==> src/rtl/core/sar_pkg.sv <==
// Types and constants shared by the scroll and address unit.
// Holds the item kind codes, CPU register numbers, state and result structs.
// No dependencies.
package sar_pkg;

  typedef enum logic [2:0] {
    KIND_BUS_WRITE = 3'd0,
    KIND_BUS_READ  = 3'd1,
    KIND_STEP_X    = 3'd2,
    KIND_STEP_Y    = 3'd3,
    KIND_COPY_H    = 3'd4,
    KIND_COPY_V    = 3'd5
  } kind_t;

  // CPU register numbers
  localparam logic [2:0] REG_CTRL   = 3'd0;
  localparam logic [2:0] REG_MASK   = 3'd1;
  localparam logic [2:0] REG_STATUS = 3'd2;
  localparam logic [2:0] REG_SCROLL = 3'd5;
  localparam logic [2:0] REG_ADDR   = 3'd6;
  localparam logic [2:0] REG_DATA   = 3'd7;

  localparam logic [2:0]  FINE_Y_LAST    = 3'd7;
  localparam logic [4:0]  COARSE_X_LAST  = 5'd31;
  localparam logic [4:0]  COARSE_Y_LAST  = 5'd29;
  localparam logic [4:0]  COARSE_Y_MAX   = 5'd31;
  localparam logic [14:0] ROW_STRIDE     = 15'd32;
  localparam logic [14:0] COLUMN_STRIDE  = 15'd1;

  // Address layout: [4:0] coarse X, [9:5] coarse Y, [10] nametable X,
  // [11] nametable Y, [14:12] fine Y.
  typedef struct packed {
    logic [14:0] current_addr;
    logic [14:0] temp_addr;
    logic [2:0]  fine_x;
    logic        write_toggle;
    logic        increment_by_row;
    logic [1:0]  render_enables;
  } scroll_state_t;

  typedef struct packed {
    logic        access_valid;
    logic        access_is_write;
    logic [13:0] access_address;
    logic [7:0]  access_data;
    logic [14:0] current_address;
    logic [2:0]  fine_scroll_x;
  } result_t;

endpackage

==> src/rtl/core/sar_step.sv <==
// Next-state and result logic for one item of the scroll and address unit.
// Purely combinational; depends on sar_pkg.
module sar_step
  import sar_pkg::*;
(
  input  scroll_state_t state,
  input  logic [2:0]    kind,
  input  logic [2:0]    reg_index,
  input  logic [7:0]    data,
  output scroll_state_t state_next,
  output result_t       result
);

  logic        rendering;
  logic [14:0] port_addr;
  logic [14:0] step_x_addr;
  logic [14:0] step_y_addr;
  logic [4:0]  tile_row;

  assign rendering = |state.render_enables;
  assign port_addr = state.current_addr +
                     (state.increment_by_row ? ROW_STRIDE : COLUMN_STRIDE);

  // Coarse X wraps into the neighboring nametable
  always_comb begin
    step_x_addr = state.current_addr;
    if (state.current_addr[4:0] == COARSE_X_LAST) begin
      step_x_addr[4:0] = 5'd0;
      step_x_addr[10]  = ~state.current_addr[10];
    end else begin
      step_x_addr[4:0] = state.current_addr[4:0] + 5'd1;
    end
  end

  // Fine Y first, then coarse Y; row 29 wraps with a nametable flip, row 31 wraps without one
  always_comb begin
    step_y_addr = state.current_addr;
    tile_row    = state.current_addr[9:5];
    if (state.current_addr[14:12] != FINE_Y_LAST) begin
      step_y_addr[14:12] = state.current_addr[14:12] + 3'd1;
    end else begin
      step_y_addr[14:12] = 3'd0;
      if (tile_row == COARSE_Y_LAST) begin
        step_y_addr[9:5] = 5'd0;
        step_y_addr[11]  = ~state.current_addr[11];
      end else if (tile_row == COARSE_Y_MAX) begin
        step_y_addr[9:5] = 5'd0;
      end else begin
        step_y_addr[9:5] = tile_row + 5'd1;
      end
    end
  end

  always_comb begin
    state_next = state;
    result     = '0;
    case (kind)
      KIND_BUS_WRITE: begin
        case (reg_index)
          REG_CTRL: begin
            state_next.increment_by_row = data[2];
            state_next.temp_addr[11:10] = data[1:0];
          end
          REG_MASK: begin
            state_next.render_enables = data[4:3];
          end
          REG_SCROLL: begin
            if (!state.write_toggle) begin
              state_next.fine_x         = data[2:0];
              state_next.temp_addr[4:0] = data[7:3];
              state_next.write_toggle   = 1'b1;
            end else begin
              state_next.temp_addr[14:12] = data[2:0];
              state_next.temp_addr[9:5]   = data[7:3];
              state_next.write_toggle     = 1'b0;
            end
          end
          REG_ADDR: begin
            if (!state.write_toggle) begin
              state_next.temp_addr[14]   = 1'b0;
              state_next.temp_addr[13:8] = data[5:0];
              state_next.write_toggle    = 1'b1;
            end else begin
              state_next.temp_addr[7:0] = data;
              state_next.current_addr   = {state.temp_addr[14:8], data};
              state_next.write_toggle   = 1'b0;
            end
          end
          REG_DATA: begin
            result.access_valid     = 1'b1;
            result.access_is_write  = 1'b1;
            result.access_address   = state.current_addr[13:0];
            result.access_data      = data;
            state_next.current_addr = port_addr;
          end
          default: begin
          end
        endcase
      end
      KIND_BUS_READ: begin
        if (reg_index == REG_STATUS) begin
          state_next.write_toggle = 1'b0;
        end else if (reg_index == REG_DATA) begin
          result.access_valid     = 1'b1;
          result.access_address   = state.current_addr[13:0];
          state_next.current_addr = port_addr;
        end
      end
      KIND_STEP_X: begin
        if (rendering) state_next.current_addr = step_x_addr;
      end
      KIND_STEP_Y: begin
        if (rendering) state_next.current_addr = step_y_addr;
      end
      KIND_COPY_H: begin
        if (rendering) begin
          state_next.current_addr[10]  = state.temp_addr[10];
          state_next.current_addr[4:0] = state.temp_addr[4:0];
        end
      end
      KIND_COPY_V: begin
        if (rendering) begin
          state_next.current_addr[14:11] = state.temp_addr[14:11];
          state_next.current_addr[9:5]   = state.temp_addr[9:5];
        end
      end
      default: begin
      end
    endcase
    result.current_address = state_next.current_addr;
    result.fine_scroll_x   = state_next.fine_x;
  end

endmodule

==> src/rtl/core/scroll_address_register_unit.sv <==
// Scroll and address unit of a tile display controller. Each item is a CPU
// register access or a render timing event; each gives exactly one result
// with the current address, fine X and any video memory access made through
// the data port. The unit takes one item per clock while not stalled: an item
// goes into the input register, then the scroll state and result register
// update as it advances, which waits while a held result is stalled. The
// rate is set by the combinational next-state logic in sar_step, which
// closes the loop on the scroll state. The unit keeps accepting while a
// result waits, until both the input and result registers are full.
// Depends on sar_pkg and sar_step.
module scroll_address_register_unit
  import sar_pkg::*;
(
  input  logic        clk,
  input  logic        rst,
  input  logic        in_valid,
  output logic        in_stall,
  input  logic [2:0]  kind,
  input  logic [2:0]  reg_index,
  input  logic [7:0]  data,
  output logic        out_valid,
  input  logic        out_stall,
  output logic        access_valid,
  output logic        access_is_write,
  output logic [13:0] access_address,
  output logic [7:0]  access_data,
  output logic [14:0] current_address,
  output logic [2:0]  fine_scroll_x
);

  logic          s1_valid;
  logic [2:0]    s1_kind;
  logic [2:0]    s1_reg_index;
  logic [7:0]    s1_data;
  scroll_state_t state;
  scroll_state_t state_next;
  result_t       result_next;
  result_t       result;
  logic          advance;
  logic          accept;

  assign advance  = s1_valid && (!out_valid || !out_stall);
  assign in_stall = s1_valid && !advance;
  assign accept   = in_valid && !in_stall;

  sar_step u_step (
    .state      (state),
    .kind       (s1_kind),
    .reg_index  (s1_reg_index),
    .data       (s1_data),
    .state_next (state_next),
    .result     (result_next)
  );

  always_ff @(posedge clk) begin
    if (rst) begin
      s1_valid  <= 1'b0;
      out_valid <= 1'b0;
      state     <= '0;
    end else begin
      if (accept) begin
        s1_valid <= 1'b1;
      end else if (advance) begin
        s1_valid <= 1'b0;
      end
      if (advance) begin
        out_valid <= 1'b1;
        state     <= state_next;
      end else if (!out_stall) begin
        out_valid <= 1'b0;
      end
    end
  end

  // Payload registers: load on accept and advance only
  always_ff @(posedge clk) begin
    if (accept) begin
      s1_kind      <= kind;
      s1_reg_index <= reg_index;
      s1_data      <= data;
    end
    if (advance) begin
      result <= result_next;
    end
  end

  assign access_valid    = result.access_valid;
  assign access_is_write = result.access_is_write;
  assign access_address  = result.access_address;
  assign access_data     = result.access_data;
  assign current_address = result.current_address;
  assign fine_scroll_x   = result.fine_scroll_x;

  // A held result always matches the live state: nothing advances past it
  a_result_tracks_state: assert property (@(posedge clk) disable iff (rst)
    out_valid |-> current_address == state.current_addr)
    else $error("result current address differs from state");

  a_port_increment: assert property (@(posedge clk) disable iff (rst)
    out_valid && access_valid |->
      access_address == 14'(current_address -
        (state.increment_by_row ? ROW_STRIDE : COLUMN_STRIDE)))
    else $error("data port access address does not match increment");

  a_read_no_data: assert property (@(posedge clk) disable iff (rst)
    out_valid && access_valid && !access_is_write |-> access_data == 8'd0)
    else $error("data port read carries write data");

  a_stall_needs_item: assert property (@(posedge clk) disable iff (rst)
    in_stall |-> s1_valid && out_valid && out_stall)
    else $error("input stalled without a full pipeline");

endmodule
==> config.mk <==
export PLATFORM = sky130hd
export DESIGN_NAME = scroll_address_register_unit
export DESIGN_NICKNAME = d
export VERILOG_FILES = /design/src/rtl/core/sar_pkg.sv /design/src/rtl/core/sar_step.sv /design/src/rtl/core/scroll_address_register_unit.sv
export SDC_FILE = /design/constraint.sdc
export NUM_CORES = 1
export LEC_CHECK = 0
export ABC_AREA = 1
export BUFFER_PORTS_ARGS = -buffer_cell sky130_fd_sc_hd__buf_2
export CAP_MARGIN = 20
export CORE_UTILIZATION = 59
export DETAILED_ROUTE_END_ITERATION = 8
export GPL_ROUTABILITY_DRIVEN = 0
export PLACE_DENSITY_LB_ADDON = 0.15
export REMOVE_ABC_BUFFERS = 1
export SLEW_MARGIN = 20
export SYNTH_ARGS = -nofsm -noshare
export SYNTH_HDL_FRONTEND = slang
export SYNTH_SLANG_ARGS = --single-unit
==> constraint.sdc <==
create_clock -name clk -period 3 [get_ports clk]
set_input_delay 0.6 -clock clk [delete_from_list [all_inputs] [get_ports clk]]
set_output_delay 0.6 -clock clk [all_outputs]
set_load 0.005 [all_outputs]
==> flow_summary.json <==
{
  "seq_area_frac_synth": 0.466,
  "port_buffers": 61,
  "dr_wl_met2_mm": 5.92,
  "post_drt_via_cell_ratio": 5.92,
  "ctsHoldBuffers": 0,
  "first_iter_violations": 612,
  "drv_slew": 0,
  "drcViolationCount": 0,
  "dr.pass1.iters": 5,
  "postSynthCellCount": 694,
  "critPathLaunchType": "register",
  "antenna_left": 0,
  "rr_worst_depth": 9,
  "track_usage": 0.300,
  "cts.sinks": 95,
  "grt_max_degree": 63,
  "diodes": 0,
  "clock_skew_ns": 0.0159,
  "finalNonFillerCells": 861,
  "cts_tree": "built",
  "die_width_um": 96.6,
  "hold_depth": 1,
  "ctsHtreeMaxLevel": 3,
  "clk_latency_ns": 0.38,
  "synth_top_area_share": 0.318,
  "postCtsSetupBuffers": 0,
  "powerDensity_mw_per_mm2": 456,
  "synth.distinct_cells": 42,
  "hold_viol_final": 0,
  "syn_to_final_growth_pct": 10.4,
  "r2r-end": "state[17]",
  "vias": 5096,
  "ys_ff_latch": 95,
  "worst_pin_slew_ns": 0.736,
  "period_needed_ns": 2.47,
  "critPathMaxFanout": 12,
  "min_from": "data[2]",
  "total_power_mw": 2.66,
  "crit_arrival_ns": 2.78,
  "post_drt_wl_per_cell_um": 16.0,
  "nets": 776,
  "clkSlewWorstSetupHoldPaths_ns": 0.10,
  "drv_cap": 0,
  "yosysTopAreaCell": "edfxtp_1",
  "topRoutingLayerUsed": "met4",
  "place_inst": 845,
  "cts_resized": 0,
  "hp-class": "in -> reg",
  "setup_violations": 0,
  "rows": 34,
  "drt_wl_total_mm": 13.8,
  "p_leak_nw": 2.53,
  "syn_area_mm2": 0.00528,
  "yosys_warnings": 0,
  "slew_headroom": 0.509,
  "rsz0062_at_grt": "no",
  "dr_wl_met3_mm": 1.47,
  "status": "complete, no violations",
  "dp_hpwl_mm": 9.87,
  "initial_core_util": 0.609,
  "min_to": "s1_data[2]",
  "fp.dieArea_mm2": 0.00933,
  "r2r_start": "s1_kind[0]",
  "met1Wirelength_mm": 5.89,
  "clock-root-buffer": "clkbuf_8",
  "post-place-ws_ns": 0.680,
  "cts_buffers": 9,
  "die-height_um": 96.6,
  "clock_path_buffers": 2,
  "grt_pass1_vias": 4630,
  "grt.overflow.total": 0,
  "avgSynthCellArea_um2": 7.61,
  "core_region_area_mm2": 0.00868,
  "fmax_ghz": 0.404,
  "grt_pass1_wl_mm": 22.6,
  "final_core_util": 0.672,
  "io_pins": 62,
  "antenna_found_initial": 0,
  "cp-end-kind": "register",
  "required_ns": 3.31,
  "setup_ws_ns": 0.526,
  "synthTopCellsByArea": "edfxtp_1, dfxtp_1, nand2_1",
  "drive_gt1_frac": 0.138,
  "r2r_setup_slack_ns": 0.53,
  "setup_tns_ns": 0,
  "final.period_utilization": 0.825,
  "ir_worst_vdd_mv": 0.303,
  "crit_type": "reg -> reg"
}
-- cell families after synthesis --
group                    after synthesis  share of synthesized area
buffers and inverters                121                     0.0907
AO/OA/AOI/OAI                        142                      0.148
AND/OR/NAND/NOR                      323                      0.266
flip-flops                            95                      0.466
XOR/XNOR                               3                    0.00498
adder cells (fa/ha/maj)               10                     0.0237
-- synth_stat cells (all sizes together) --
master,n
o311ai,1
dfxtp,39
nor3,11
ha,10
nor4,1
o21ai,67
a221oi,1
buf,11
nand3b,1
a311oi,1
edfxtp,56
nor2,95
o211ai,5
inv,100
nand2,149
xor2,3
or2,1
o22ai,4
nand4,7
nand3,57
a31oi,10
a211oi,3
clkbuf,10
and3,1
a22oi,1
a21oi,48
a22o,1
-- registers in the layout, summed over array words and instances, names as in the netlist --
signal           flops
s1_valid             1
current_address     15
state               37
access_valid         1
s1_reg_index         3
access_is_write      1
fine_scroll_x        3
out_valid            1
s1_data              8
access_data          8
s1_kind              3
access_address      14
-- cell usage in the layout, fill, tap and decap left out, types with 3 or more instances in the layout --
cell / Yosys / final
nand2_1: 144 / 144
nor2_1: 91 / 91
inv_1: 91 / 90
o21ai_0: 61 / 61
buf_2: 8 / 61
edfxtp_1: 56 / 56
nand3_1: 55 / 55
a21oi_1: 48 / 48
dfxtp_1: 39 / 39
nor3_1: 10 / 10
a31oi_1: 10 / 10
ha_1: 10 / 10
inv_2: 8 / 9
clkbuf_8: 0 / 9
nand4_1: 7 / 7
o211ai_1: 5 / 5
o21ai_1: 5 / 5
nand2_2: 4 / 4
o22ai_1: 4 / 4
xor2_1: 3 / 3
buf_4: 1 / 3
-- per-layer routing --
| metal | up-vias | GRT usage |
|---|---|---|
| li1 | 2413 | - |
| met1 | 2288 | 0.425 |
| met5 | - | 0 |
| met2 | 345 | 0.448 |
| met3 | 50 | 0.0491 |
| met4 | 0 | 0.148 |
-- worst max-delay path: stages (launching register included) --
cell	delay (ns)
edfxtp_1	0.48
nor2_1	0.17
nand2_1	0.29
inv_1	0.41
nand2_1	0.24
inv_1	0.15
nand3_1	0.13
o21ai_1	0.20
o21ai_0	0.14
a31oi_1	0.19
-- through the flow --
| stage | area (um2) | hold WS (ns) |
|---|---|---|
| floorplan | 5180 | 0.431 |
| global placement | 5640 | 0.465 |
| detailed placement | 5640 | 0.471 |
| CTS | 5830 | 0.388 |
| global route | 5830 | 0.390 |
| finish | 5830 | 0.391 |
-- area by class of cell --
class                      instances  area [um2]
multi-input combinational        478        2340
fill                             745        2850
sequential                        95        2460
inverter                         100         378
clock inverter                     7        61.3
tap                              108         135
timing repair buffer              64         328
clock buffer                       9         124
-- power breakdown --
group	total (mW)	switching [mW]	internal, mW
clock	0.816	0.497	0.319
combinational	0.338	0.228	0.110
sequential	1.51	0.0546	1.45
-- worst max path at each step --
stage                from        end  slack, ns
2_1_floorplan   out_stall  state[13]      -0.16
3_3_place_gp   s1_kind[0]   state[1]       0.82
3_5_place_dp   s1_kind[0]  state[17]       0.68
4_1_cts        s1_kind[0]   state[9]       0.61
5_1_grt        s1_kind[0]   state[0]       0.29
6_report       s1_kind[0]  state[17]       0.53
(Power assumes the default switching activity.)
